### src/rtl/core/lfu_fifo_page_replacement_assert.svh
// assertion helpers for the lfu page replacement block
`ifndef LFU_FIFO_PAGE_REPLACEMENT_ASSERT_SVH
`define LFU_FIFO_PAGE_REPLACEMENT_ASSERT_SVH

`ifndef SYNTHESIS

// same-cycle implication, checked only out of reset
`define LFU_ASSERT_IMP(name, clk, rstn, ante, cons) \
  name: assert property (@(posedge clk) disable iff (!(rstn)) (ante) |-> (cons)) \
    else $error("lfu assertion failed: same-cycle check");

// next-cycle implication, checked only out of reset
`define LFU_ASSERT_NXT(name, clk, rstn, ante, cons) \
  name: assert property (@(posedge clk) disable iff (!(rstn)) (ante) |=> (cons)) \
    else $error("lfu assertion failed: next-cycle check");

`else

`define LFU_ASSERT_IMP(name, clk, rstn, ante, cons)
`define LFU_ASSERT_NXT(name, clk, rstn, ante, cons)

`endif

`endif

### src/rtl/core/lfu_fpr_pkg.sv
package lfu_fpr_pkg;

  // fixed field widths
  localparam int PAGE_W      = 16;
  localparam int NUM_W       = 4;
  localparam int FIDX_W      = 3;
  localparam int STAMP_W     = 32;
  localparam int FAULT_W     = 32;
  localparam int IN_DATA_W   = 16;
  localparam int OUT_DATA_W  = 56;
  localparam int OUT_FIELD_W = 1 + FIDX_W + 1 + PAGE_W + FAULT_W;

  // frame count after reset
  localparam logic [NUM_W-1:0] NUM_FRAMES_RST = NUM_W'(3);

  // sequencer states
  typedef enum logic [1:0] {
    ST_IDLE,
    ST_HIT_SCAN,
    ST_VIC_SCAN,
    ST_UPDATE
  } state_t;

  // operations of the shared compare unit
  typedef enum logic {
    CMP_PAGE_EQ,
    CMP_LFU_LESS
  } cmp_op_t;

  // frame store write control
  typedef struct packed {
    logic en;    // write the use count
    logic load;  // also load page, arrival stamp and valid mark
  } frame_wr_ctl_t;

endpackage

### src/rtl/core/lfu_fpr_cmp.sv
module lfu_fpr_cmp #(
  parameter int COUNT_BITS = 16
) (
  input  lfu_fpr_pkg::cmp_op_t                op,
  input  logic                                a_valid,
  input  logic [lfu_fpr_pkg::PAGE_W-1:0]      a_page,
  input  logic [COUNT_BITS-1:0]               a_uses,
  input  logic [lfu_fpr_pkg::STAMP_W-1:0]     a_arrival,
  input  logic [lfu_fpr_pkg::PAGE_W-1:0]      b_page,
  input  logic [COUNT_BITS-1:0]               b_uses,
  input  logic [lfu_fpr_pkg::STAMP_W-1:0]     b_arrival,
  output logic                                is_true
);
  import lfu_fpr_pkg::*;

  logic uses_lt;
  logic uses_eq;
  logic arr_lt;

  // one magnitude compare on counts, one on stamps
  assign uses_lt = a_uses < b_uses;
  assign uses_eq = a_uses == b_uses;
  assign arr_lt  = a_arrival < b_arrival;

  // page match on a filled frame, or frame a is the better victim
  always_comb begin
    case (op)
      CMP_PAGE_EQ:  is_true = a_valid && (a_page == b_page);
      CMP_LFU_LESS: is_true = uses_lt || (uses_eq && arr_lt);
      default:      is_true = 1'b0;
    endcase
  end

endmodule

### src/rtl/core/lfu_fpr_store.sv
module lfu_fpr_store #(
  parameter int MAX_FRAMES = 8,
  parameter int COUNT_BITS = 16,
  parameter int IDX_W      = 3
) (
  input  logic                                clk,
  input  logic                                rst_n,
  input  logic [IDX_W-1:0]                    idx,
  input  logic [IDX_W-1:0]                    rd_idx,
  input  lfu_fpr_pkg::frame_wr_ctl_t          wr_ctl,
  input  logic [lfu_fpr_pkg::PAGE_W-1:0]      wr_page,
  input  logic [COUNT_BITS-1:0]               wr_uses,
  input  logic [lfu_fpr_pkg::STAMP_W-1:0]     wr_arrival,
  output logic                                rd_valid,
  output logic [lfu_fpr_pkg::PAGE_W-1:0]      rd_page,
  output logic [COUNT_BITS-1:0]               rd_uses,
  output logic [lfu_fpr_pkg::STAMP_W-1:0]     rd_arrival
);
  import lfu_fpr_pkg::*;

  logic [PAGE_W-1:0]     page_mem [MAX_FRAMES];
  logic [COUNT_BITS-1:0] uses_mem [MAX_FRAMES];
  logic [STAMP_W-1:0]    arr_mem  [MAX_FRAMES];
  logic [MAX_FRAMES-1:0] valid_r;

  // valid marks, cleared at reset
  always_ff @(posedge clk) begin
    if (!rst_n) begin
      valid_r <= '0;
    end else if (wr_ctl.en && wr_ctl.load) begin
      valid_r[idx] <= 1'b1;
    end
  end

  // frame contents, only read once the frame is valid
  always_ff @(posedge clk) begin
    if (wr_ctl.en) begin
      uses_mem[idx] <= wr_uses;
      if (wr_ctl.load) begin
        page_mem[idx] <= wr_page;
        arr_mem[idx]  <= wr_arrival;
      end
    end
  end

  // registered read at the pointer's next value, so data lines up with idx
  always_ff @(posedge clk) begin
    rd_page    <= page_mem[rd_idx];
    rd_uses    <= uses_mem[rd_idx];
    rd_arrival <= arr_mem[rd_idx];
  end

  assign rd_valid = valid_r[idx];

endmodule

### src/rtl/core/lfu_fifo_page_replacement.sv
// LFU page replacer with oldest-first tie-break. Each input transfer carries one page
// number; one result transfer follows with hit/fault, the frame used, the evicted page
// and the running fault total. A single compare unit visits one frame per cycle, first
// searching for the page and then, when all active frames are full, scanning for the
// least-used, oldest frame. With n active frames (cfg_wr_data clamped to 1..MAX_FRAMES),
// a hit ends the search at its frame, a miss that fills an empty frame searches all n
// frames, and a miss that evicts then scans all n for a victim. The input is not ready
// while an item is in flight. The result sits in an output register, so the next page is
// taken while that result waits. cfg_wr_en may be pulsed only while the block is idle.
`include "lfu_fifo_page_replacement_assert.svh"

module lfu_fifo_page_replacement #(
  parameter int MAX_FRAMES = 8,
  parameter int COUNT_BITS = 16
) (
  input  logic                                 clk,
  input  logic                                 rst_n,
  // configuration: number of frames in use
  input  logic                                 cfg_wr_en,
  input  logic [lfu_fpr_pkg::NUM_W-1:0]        cfg_wr_data,
  // input stream
  input  logic                                 in_tvalid,
  output logic                                 in_tready,
  input  logic [lfu_fpr_pkg::IN_DATA_W-1:0]    in_tdata,   // [15:0] page
  // result stream
  output logic                                 out_tvalid,
  input  logic                                 out_tready,
  output logic [lfu_fpr_pkg::OUT_DATA_W-1:0]   out_tdata   // [0] hit, [3:1] frame_index,
                                                           // [4] evicted_valid,
                                                           // [20:5] evicted_page,
                                                           // [52:21] fault_total,
                                                           // [55:53] zero
);
  import lfu_fpr_pkg::*;

  localparam int IDX_W = (MAX_FRAMES > 1) ? $clog2(MAX_FRAMES) : 1;
  localparam int CNT_W = $clog2(MAX_FRAMES + 1);

  // sequencer and item registers
  state_t                state_r, state_nxt;
  logic [PAGE_W-1:0]     page_r, page_nxt;
  logic [CNT_W-1:0]      n_r, n_nxt;
  logic [IDX_W-1:0]      idx_r, idx_nxt;
  logic                  hit_r, hit_nxt;
  logic                  ev_r, ev_nxt;
  // best victim so far
  logic [IDX_W-1:0]      best_idx_r, best_idx_nxt;
  logic [COUNT_BITS-1:0] best_uses_r, best_uses_nxt;
  logic [STAMP_W-1:0]    best_arr_r, best_arr_nxt;
  logic [PAGE_W-1:0]     best_page_r, best_page_nxt;
  // block state
  logic [NUM_W-1:0]      num_frames_r;
  logic [CNT_W-1:0]      filled_r, filled_nxt;
  logic [STAMP_W-1:0]    stamp_r, stamp_nxt;
  logic [FAULT_W-1:0]    fault_r, fault_nxt;
  // result register
  logic                  out_valid_r, out_valid_nxt;
  logic [OUT_DATA_W-1:0] out_data_r, out_data_nxt;

  // frame store and compare unit wiring
  frame_wr_ctl_t         wr_ctl;
  logic [COUNT_BITS-1:0] wr_uses;
  logic                  rd_valid;
  logic [PAGE_W-1:0]     rd_page;
  logic [COUNT_BITS-1:0] rd_uses;
  logic [STAMP_W-1:0]    rd_arrival;
  cmp_op_t               cmp_op;
  logic                  cmp_true;

  // helpers
  logic [CNT_W-1:0]      n_act;
  logic                  last_frame;
  logic                  out_free;
  logic [IDX_W+2:0]      slot_ext;
  logic [FAULT_W-1:0]    fault_new;
  logic [PAGE_W-1:0]     ev_page;

  lfu_fpr_store #(
    .MAX_FRAMES (MAX_FRAMES),
    .COUNT_BITS (COUNT_BITS),
    .IDX_W      (IDX_W)
  ) u_store (
    .clk        (clk),
    .rst_n      (rst_n),
    .idx        (idx_r),
    .rd_idx     (idx_nxt),
    .wr_ctl     (wr_ctl),
    .wr_page    (page_r),
    .wr_uses    (wr_uses),
    .wr_arrival (stamp_r),
    .rd_valid   (rd_valid),
    .rd_page    (rd_page),
    .rd_uses    (rd_uses),
    .rd_arrival (rd_arrival)
  );

  lfu_fpr_cmp #(
    .COUNT_BITS (COUNT_BITS)
  ) u_cmp (
    .op        (cmp_op),
    .a_valid   (rd_valid),
    .a_page    (rd_page),
    .a_uses    (rd_uses),
    .a_arrival (rd_arrival),
    .b_page    ((cmp_op == CMP_PAGE_EQ) ? page_r : best_page_r),
    .b_uses    (best_uses_r),
    .b_arrival (best_arr_r),
    .is_true   (cmp_true)
  );

  // active frame count: zero acts as one, clamp at the frame array size
  always_comb begin
    if (num_frames_r == '0) begin
      n_act = CNT_W'(1);
    end else if (32'(num_frames_r) > MAX_FRAMES) begin
      n_act = CNT_W'(MAX_FRAMES);
    end else begin
      n_act = CNT_W'(num_frames_r);
    end
  end

  assign last_frame = (CNT_W'(idx_r) + CNT_W'(1)) == n_r;
  assign out_free   = !out_valid_r || out_tready;
  assign slot_ext   = {3'b000, idx_r};
  assign fault_new  = (!hit_r && (fault_r != '1)) ? fault_r + FAULT_W'(1) : fault_r;
  assign ev_page    = ev_r ? best_page_r : '0;

  // next state and datapath
  always_comb begin
    state_nxt     = state_r;
    page_nxt      = page_r;
    n_nxt         = n_r;
    idx_nxt       = idx_r;
    hit_nxt       = hit_r;
    ev_nxt        = ev_r;
    best_idx_nxt  = best_idx_r;
    best_uses_nxt = best_uses_r;
    best_arr_nxt  = best_arr_r;
    best_page_nxt = best_page_r;
    filled_nxt    = filled_r;
    stamp_nxt     = stamp_r;
    fault_nxt     = fault_r;
    out_data_nxt  = out_data_r;
    out_valid_nxt = out_valid_r && !out_tready;
    wr_ctl        = '0;
    wr_uses       = '0;
    cmp_op        = CMP_PAGE_EQ;
    in_tready     = 1'b0;

    case (state_r)
      ST_IDLE: begin
        in_tready = 1'b1;
        if (in_tvalid) begin
          page_nxt  = in_tdata[PAGE_W-1:0];
          n_nxt     = n_act;
          idx_nxt   = '0;
          hit_nxt   = 1'b0;
          ev_nxt    = 1'b0;
          state_nxt = ST_HIT_SCAN;
        end
      end

      // look for the page, one frame per cycle
      ST_HIT_SCAN: begin
        cmp_op = CMP_PAGE_EQ;
        if (cmp_true) begin
          hit_nxt   = 1'b1;
          state_nxt = ST_UPDATE;
        end else if (last_frame) begin
          if (filled_r < n_r) begin
            idx_nxt   = IDX_W'(filled_r);
            state_nxt = ST_UPDATE;
          end else begin
            idx_nxt   = '0;
            state_nxt = ST_VIC_SCAN;
          end
        end else begin
          idx_nxt = idx_r + IDX_W'(1);
        end
      end

      // least used, then earliest loaded; first frame seeds the best
      ST_VIC_SCAN: begin
        cmp_op = CMP_LFU_LESS;
        if ((idx_r == '0) || cmp_true) begin
          best_idx_nxt  = idx_r;
          best_uses_nxt = rd_uses;
          best_arr_nxt  = rd_arrival;
          best_page_nxt = rd_page;
        end
        if (last_frame) begin
          idx_nxt   = best_idx_nxt;
          ev_nxt    = 1'b1;
          state_nxt = ST_UPDATE;
        end else begin
          idx_nxt = idx_r + IDX_W'(1);
        end
      end

      // write the frame and post the result once the output register frees
      ST_UPDATE: begin
        if (out_free) begin
          wr_ctl.en   = 1'b1;
          wr_ctl.load = !hit_r;
          if (hit_r && (rd_uses != '1)) begin
            wr_uses = rd_uses + COUNT_BITS'(1);
          end else if (hit_r) begin
            wr_uses = rd_uses;
          end else begin
            wr_uses = '0;
          end
          if (!hit_r && !ev_r) begin
            filled_nxt = filled_r + CNT_W'(1);
          end
          if (stamp_r != '1) begin
            stamp_nxt = stamp_r + STAMP_W'(1);
          end
          fault_nxt     = fault_new;
          out_valid_nxt = 1'b1;
          out_data_nxt  = {(OUT_DATA_W - OUT_FIELD_W)'(0), fault_new, ev_page, ev_r,
                           slot_ext[FIDX_W-1:0], hit_r};
          state_nxt     = ST_IDLE;
        end
      end

      default: begin
        state_nxt = ST_IDLE;
      end
    endcase
  end

  // state register
  always_ff @(posedge clk) begin
    if (!rst_n) begin
      state_r <= ST_IDLE;
    end else begin
      state_r <= state_nxt;
    end
  end

  // control registers
  always_ff @(posedge clk) begin
    if (!rst_n) begin
      num_frames_r <= NUM_FRAMES_RST;
      filled_r     <= '0;
      stamp_r      <= '0;
      fault_r      <= '0;
      out_valid_r  <= 1'b0;
    end else begin
      if (cfg_wr_en) begin
        num_frames_r <= cfg_wr_data;
      end
      filled_r    <= filled_nxt;
      stamp_r     <= stamp_nxt;
      fault_r     <= fault_nxt;
      out_valid_r <= out_valid_nxt;
    end
  end

  // payload registers
  always_ff @(posedge clk) begin
    page_r      <= page_nxt;
    n_r         <= n_nxt;
    idx_r       <= idx_nxt;
    hit_r       <= hit_nxt;
    ev_r        <= ev_nxt;
    best_idx_r  <= best_idx_nxt;
    best_uses_r <= best_uses_nxt;
    best_arr_r  <= best_arr_nxt;
    best_page_r <= best_page_nxt;
    out_data_r  <= out_data_nxt;
  end

  assign out_tvalid = out_valid_r;
  assign out_tdata  = out_data_r;

  // fill count never passes the frame array size
  `LFU_ASSERT_IMP(a_filled_range, clk, rst_n, 1'b1, 32'(filled_r) <= MAX_FRAMES)
  // an eviction is always a fault
  `LFU_ASSERT_IMP(a_evict_is_miss, clk, rst_n, out_valid_r && out_data_r[4], !out_data_r[0])
  // accepted item blocks the input until its result is posted
  `LFU_ASSERT_NXT(a_busy_after_accept, clk, rst_n, in_tvalid && in_tready, !in_tready)
  // fault total only moves up
  `LFU_ASSERT_NXT(a_fault_monotonic, clk, rst_n, 1'b1, fault_r >= $past(fault_r))

endmodule
### config.mk
export PLATFORM = sky130hd
export DESIGN_NAME = lfu_fifo_page_replacement
export DESIGN_NICKNAME = d
export VERILOG_FILES = /design/src/rtl/core/lfu_fpr_pkg.sv /design/src/rtl/core/lfu_fpr_cmp.sv /design/src/rtl/core/lfu_fpr_store.sv /design/src/rtl/core/lfu_fifo_page_replacement.sv
export VERILOG_INCLUDE_DIRS = /design/src /design/src/rtl/core
export SDC_FILE = /design/constraint.sdc
export NUM_CORES = 1
export LEC_CHECK = 0
export ABC_CLOCK_PERIOD_IN_PS = 8200
export BUFFER_PORTS_ARGS = -buffer_cell sky130_fd_sc_hd__buf_2
export CAP_MARGIN = 40
export CELL_PAD_IN_SITES_DETAIL_PLACEMENT = 2
export CELL_PAD_IN_SITES_GLOBAL_PLACEMENT = 2
export CORE_UTILIZATION = 44
export CTS_BUF_LIST = sky130_fd_sc_hd__clkbuf_8
export DETAILED_ROUTE_END_ITERATION = 12
export PLACE_DENSITY = 0.76
export SLEW_MARGIN = 15
export SYNTH_ARGS = -nofsm -noshare
export SYNTH_HDL_FRONTEND = slang
export SYNTH_SLANG_ARGS = --single-unit
export TNS_END_PERCENT = 1
### constraint.sdc
create_clock -name clk -period 8.2 [get_ports clk]
set_input_delay 0.41 -clock clk [delete_from_list [all_inputs] [get_ports clk]]
set_output_delay 0.41 -clock clk [all_outputs]
set_load 0.02 [all_outputs]
# Word level (Yosys, flattened, before mapping)
# Memory sizes are Yosys's and may differ from the RTL's. A register that Yosys moved wholly into a read port is not among the register bits.
# Cells that the tools add are included.
# Widths: inputs -> output; s select.
[totals]
reg_bits = 228
latchBits = 0
ramBits = 512
rom_bits = 0
input_bits = 25
word_cells = 121
memories = 3
[mem_list]
columns = ["memory", "words", "word_bits", "rd", "rd_ports_with_merged_regs", "write_ports", "line_no", "source"]
rows = [
  ["u_store.arr_mem", 8, 32, 1, 1, 1, "lfu_fpr_store.sv:23", "logic [STAMP_W-1:0] arr_mem [MAX_FRAMES];"],
  ["u_store.page_mem", 8, 16, 1, 1, 1, "lfu_fpr_store.sv:21", "logic [PAGE_W-1:0] page_mem [MAX_FRAMES];"],
  ["u_store.uses_mem", 8, 16, 1, 1, 1, "lfu_fpr_store.sv:22", "logic [COUNT_BITS-1:0] uses_mem [MAX_FRAMES];"],
]
[op_classes]
add_sub_neg = 6
n_mul = 0
div = 0
n_lt_le_gt_ge = 6
eq_ne = 14
shifts = 0
muxes = 42
bitwise = 2
reduce_logical = 29
[ops]
columns = ["op", "n"]
rows = [
  ["$mux 16", 5],
  ["$add 32x1->32 const B", 2],
  ["$ne 32x32->1 const B", 2],
  ["$eq 16x16->1", 2],
  ["$lt 32x32->1", 1],
  ["$mux 32", 1],
  ["$mux 3", 6],
  ["$add 16x1->16 const B", 1],
  ["$lt 16x16->1", 1],
  ["$ne 16x16->1 const B", 1],
  ["$mux 1", 15],
  ["$mux 2", 7],
  ["$reduce_and 3->1", 4],
  ["$pmux 3 s3", 1],
  ["$logic_and 1x1->1", 8],
  ["$ne 2x2->1 const B", 4],
  ["$or 8x8->8", 1],
  ["$pmux 2 s4", 1],
  ["$pmux 1 s2", 3],
  ["$reduce_and 2->1", 3],
  ["$add 3x1->4 const B", 1],
  ["$add 4x1->4 const B", 1],
  ["$eq 2x2->1 const B", 2],
  ["$eq 4x4->1", 1],
  ["19 further kinds", 25],
]

# Logic depth before layout (Yosys ltp)
[depth]
depth_word = 10
mapped_depth = 18
depth_no_buf = 12

# Cells and area by module
# Synthesis repeated with hierarchy kept, for this count alone.
[unflattened]
hier_cells = 1900
area_unflattened_um2 = 32129.6
[modules_own_cells]
columns = ["mod", "n_inst", "cells_per_inst", "area_each_um2", "seq_area_each_um2"]
rows = [
  ["lfu_fpr_store", 1, 848, 20883.8, 16816.1],
  ["lfu_fifo_page_replacement", 1, 863, 9868.2, 5825.6],
  ["lfu_fpr_cmp", 1, 189, 1377.6, 0.0],
]

# Worst setup path before layout
# Ideal clock, no wire load.
[synth_timing]
kind = "register to register"
start = "register state_r[1]"
end = "memory u_store.arr_mem[2][0], enable pin"
setup_time_ns = 0.577
t_arrival_ns = 7.696
required_ns = 7.623
slack_ns = -0.073
path_stages_with_launch = 7
path_buffers = 1
synth_period_minus_slack_ns = 8.273
cell_sequence = "dfxtp_1 -> ha_1 -> nand2_1 -> inv_1 -> clkbuf_1 -> nand2_1 -> nor4_1"
[synth_via]
elab_chain_len = 5
[synth_lines]
columns = ["element", "line_no", "source"]
rows = [
  ["from (decl)", "lfu_fifo_page_replacement.sv:40", "state_t state_r, state_nxt;"],
  ["from (signal assigned)", "lfu_fifo_page_replacement.sv:237", "state_r <= state_nxt;"],
  ["$eq 2x2->1 *", "lfu_fifo_page_replacement.sv:150", "case (state_r)"],
  ["$mux 2 *", "lfu_fifo_page_replacement.sv:150", ""],
  ["$mux 1", "lfu_fpr_store.sv:39", "if (wr_ctl.load) begin"],
  ["$mux 1 *", "lfu_fpr_store.sv:37", "if (wr_ctl.en) begin"],
  ["$mux 1 (implied by the code) *", "lfu_fpr_store.sv:41", "arr_mem[idx] <= wr_arrival;"],
  ["to (decl)", "lfu_fpr_store.sv:23", ""],
]
# Mark *: on every way between the ends. The rest lies on a longest branch, timed or not.

# Final worst setup path
[layout_timing]
start = "register state_r[0]"
end = "register u_store.rd_page[11] (netlist name) (read register of u_store.page_mem)"
[layout_via]
elab_chain_len = 10
word_cells_on_any_way = 14
classes_between = "eq/ne: 3; mux: 7; bitwise: 1; reduce/logical: 3"
[layout_lines]
columns = ["element", "line_no", "source"]
rows = [
  ["$eq 2x2->1 *", "lfu_fifo_page_replacement.sv:150", ""],
  ["$mux 1 *", "lfu_fifo_page_replacement.sv:150", ""],
  ["via cmp_op", "lfu_fifo_page_replacement.sv:67", "cmp_op_t cmp_op;"],
  ["$mux 16", "lfu_fifo_page_replacement.sv:105", ".b_page ((cmp_op == CMP_PAGE_EQ) ? page_r : best_page_r),"],
  ["$eq 16x16->1", "lfu_fpr_cmp.sv:28", "CMP_PAGE_EQ: is_true = a_valid && (a_page == b_page);"],
  ["$logic_and 1x1->1", "lfu_fpr_cmp.sv:28", ""],
  ["$pmux 1 s2 *", "lfu_fpr_cmp.sv:27", "case (op)"],
  ["$logic_or 1x1->1", "lfu_fifo_page_replacement.sv:185", "if ((idx_r == '0) || cmp_true) begin"],
  ["$mux 3", "lfu_fifo_page_replacement.sv:185", ""],
  ["$mux 3", "lfu_fifo_page_replacement.sv:191", "if (last_frame) begin"],
  ["$pmux 3 s3 *", "lfu_fifo_page_replacement.sv:150", ""],
  ["to (decl)", "lfu_fpr_store.sv:15", "output logic [lfu_fpr_pkg::PAGE_W-1:0] rd_page,"],
]
# The timed path passes the listed nets; every way through them passes the cells marked *.
# A chain may end at the register's enable or synchronous reset.

==> results.sh <==
export IMPL_cts_max_path_buffers=3
export IMPL_ys_flop_type="edfxtp_1"
export IMPL_viasPerCell=5.49
export IMPL_ys_seq_area_share_pct=69.1
export IMPL_final_layout_size_suffix_gt1_share_pct=16.3
export IMPL_cp_start_kind="flop"
export IMPL_rsz0062_at_grt="false"
export IMPL_grt_max_degree=109
export IMPL_slowest_stage="buf_4"
export IMPL_period_share_pct=67.2
export IMPL_vias=18536
export IMPL_async_flop_share_pct=0
export IMPL_synthTopCellsByArea="edfxtp_1 60%, mux2i_1 12%, dfxtp_1 9.2%, ha_1 2.3%, mux2_2 2.2%"
export IMPL_yosys_warnings=0
export IMPL_relSlewSlack_pct=39.1
export IMPL_initial_core_util_pct=44.7
export IMPL_die_height_um=275
export IMPL_met3_usage_pct=4.22
export IMPL_gr_max_usage_layer="met2"
export IMPL_worstSkewPairLatency_ps=790
export IMPL_maxCapViolCount=0
export IMPL_clkTransAtPathRegs_ps=50
export IMPL_finalSetupViolCount=0
export IMPL_synth_seq_cells=804
export IMPL_cts_buffers=135
export IMPL_gr_total_overflow=0
export IMPL_cts_tree="done"
export IMPL_dieWidth_um=275
export IMPL_track_usage_pct=23.8
export IMPL_grt_pass1_vias=21164
export IMPL_r2r_slack_ps=2690
export IMPL_worst_pin_slew_ps=914
export IMPL_synth_edf_count=654
export IMPL_drt_wl_total_um=88200
export IMPL_synth_area_per_cell_sq_um=15.6
export IMPL_p_per_area_nw_per_um2=302
export IMPL_drt_pass1_iter_count=9
export IMPL_max_freq_mhz=181
export IMPL_finClkSkew_ps=36.3
export IMPL_port_buffers=79
export IMPL_worstPathArrival_ps=6160
export IMPL_crit_chain="inv_1 > ha_1 > buf_4 > mux2i_1 > xnor2_1 > nor2_1 > nand4_1 > o21ai_2 > or2_1 > a211oi_4 > buf_4 > buf_4 > mux2i_1 > mux2i_1 > mux2_2"
export IMPL_drv_slew=0
export IMPL_grt_pass1_wl_um=133000
export IMPL_slowest_delay_ps=730
export IMPL_violations="design-rule violations"
export IMPL_fin_setup_tns_ps=0
export IMPL_path_buf_inv=4
export IMPL_num_nets_final=2389
export IMPL_yosys_area_top_type_share_pct=59.9
export IMPL_hold_viol=0
export IMPL_gp_congestion=0.746
export IMPL_cp_top_family="buffers and inverters"
export IMPL_io_pins=83
export IMPL_cts_hold_buf=25
export IMPL_met1_usage_pct=29.1
export IMPL_initialDrtViolationCount=995
export IMPL_syn_to_final_growth_pct=14.3
export IMPL_dp_hpwl_um=52200
export IMPL_status="finished, violations left"
export IMPL_leakage_nw=14.7
export IMPL_hold_class="in2reg"
export IMPL_cts_setup_buffers=0
export IMPL_cts_htree_levels=4
export IMPL_grt_antenna_before_repair=4
export IMPL_crit_type="reg2reg"
export IMPL_period_minus_slack_ps=5510
export IMPL_rows=99
export IMPL_postLayoutCoreUtil_pct=51.1
export IMPL_synthDistinctLibCells=61
export IMPL_wl_per_cell_um=26.1
export IMPL_critPathMaxFanout=43
export IMPL_met2_usage_pct=42.4
export IMPL_yosysTopAreaCell="edfxtp_1"
export IMPL_peakVddDrop_mv=0.225
export IMPL_root_buffer="clkbuf_8"
export IMPL_cp_data_required_time_ps=8850
export IMPL_drc_errors=2
export IMPL_antenna_left=0
export IMPL_end_kind="flop"
export IMPL_coreArea_sq_um=73300
export IMPL_synthCells=2100
export IMPL_clock_sinks=804
export IMPL_synth_area_sq_um=32800
export IMPL_cts_resized=0
export IMPL_die_area_sq_um=75600
export IMPL_num_fill_cells=6661
==> area by class of cell <==
cell class	instances	area, sq um	area share, %
multi-input cells	1143	9490	25.4
diodes	3	7.51	0.0200
clock inverters	103	569	1.52
repair buffers	152	1270	3.39
inverters	68	256	0.685
well taps	959	1200	3.20
clock buffers	146	2010	5.37
flip-flops and latches	804	22600	60.5
==> cell families (layout without fill, tap and decap cells) <==
logic type / Yosys count / after routing / share of synthesized area (%)
flip-flops: 804 / 804 / 69.1
multiplexers: 474 / 474 / 14.8
AND/OR/NAND/NOR: 381 / 381 / 6.22
buffers and inverters: 155 / 469 / 2.31
AO/OA/AOI/OAI: 115 / 115 / 2.32
XOR/XNOR: 110 / 110 / 2.98
adder cells (fa/ha/maj): 60 / 60 / 2.29
other: 1 / 6 / 0.0114
==> through the flow <==
step	area (sq um)	instances	power, mW	hold slack (ps)	setup slack [ps]
after floorplan	32800	2102	7.04	400	1220
after global placement	34200	3084	7.61	426	2740
after detailed placement	34500	3096	7.89	430	2250
after CTS	37400	3370	11.4	14.5	2050
after global routing	37400	3378	11.8	44.2	2390
final	37400	3378	11.3	61.1	2690
==> where the power goes <==
| part | total, mW | internal, mW | switching [mW] |
|---|---|---|---|
| sequential | 5.13 | 4.81 | 0.317 |
| clock | 3.46 | 1.80 | 1.65 |
| combinational | 2.72 | 1.18 | 1.55 |
| total | 11.3 | 7.79 | 3.52 |
==> worst register-to-register path, cell delays in order (launching register included) <==
cell,delay (ps)
dfxtp_1,330
inv_1,130
ha_1,510
buf_4,390
mux2i_1,260
xnor2_1,180
nor2_1,80
nand4_1,210
o21ai_2,160
or2_1,390
a211oi_4,540
buf_4,730
buf_4,750
mux2i_1,340
mux2i_1,110
mux2_2,300
==> cell usage in the layout (no fill, tap or decap), types with 10 or more instances in the layout <==
| cell | instances |
|---|---|
| edfxtp_1 | 654 |
| mux2i_1 | 407 |
| dfxtp_1 | 150 |
| clkbuf_8 | 146 |
| inv_1 | 114 |
| buf_2 | 79 |
| xnor2_1 | 71 |
| nand2_1 | 69 |
| and2_1 | 67 |
| mux2_2 | 65 |
| nor2_1 | 61 |
| ha_1 | 60 |
| nand3_1 | 38 |
| xor2_1 | 38 |
| nand4_1 | 32 |
| clkinv_1 | 29 |
| buf_4 | 29 |
| o21ai_0 | 28 |
| dlygate4sd3_1 | 25 |
| a21oi_1 | 24 |
| and3_1 | 17 |
| nor3_1 | 16 |
| or3_1 | 16 |
| nor2b_1 | 15 |
| a21boi_0 | 15 |
| clkinv_2 | 12 |
| o21a_1 | 12 |
| buf_16 | 10 |
==> synth_stat cells (all sizes together), types with 38 or more instances <==
cell,number
xnor2,71
ha,60
and2,68
mux2i,407
inv,68
buf,52
edfxtp,654
nand3,38
nand2,69
xor2,38
mux2,66
nor2,65
dfxtp,150
==> worst paths after layout <==
check / startpoint / endpoint / cells after the start
min reg2reg: u_store.rd_arrival[26]$_DFF_P_ / best_arr_r[26]$_DFFE_PP_ / 0
max reg2reg: state_r[0]$_SDFFE_PN0P_ / u_store.rd_page[11]$_DFF_P_ / 15
max: state_r[0]$_SDFFE_PN0P_ / u_store.rd_page[11]$_DFF_P_ / 15
min: in_tvalid / ev_r$_DFFE_PP_ / 3
==> metal layers <==
layer	vias up	share of wire [%]
li1	8280	-
met5	-	0
met2	390	53
met3	158	3.4
met4	0	2.5
met1	9708	42
==> sequential cells by signal (all words and copies together), names as in the netlist, 2 cells and up <==
register,flops
u_store.rd_page,16
best_uses_r,16
u_store.arr_mem,256
u_store.page_mem,128
best_idx_r,3
state_r,2
u_store.uses_mem,128
u_store.rd_uses,16
page_r,16
best_arr_r,32
u_store.rd_arrival,32
filled_r,4
u_store.valid_r,8
out_tdata,53
idx_r,3
num_frames_r,4
fault_r,32
best_page_r,16
n_r,4
stamp_r,32
(Power assumes the default switching activity.)
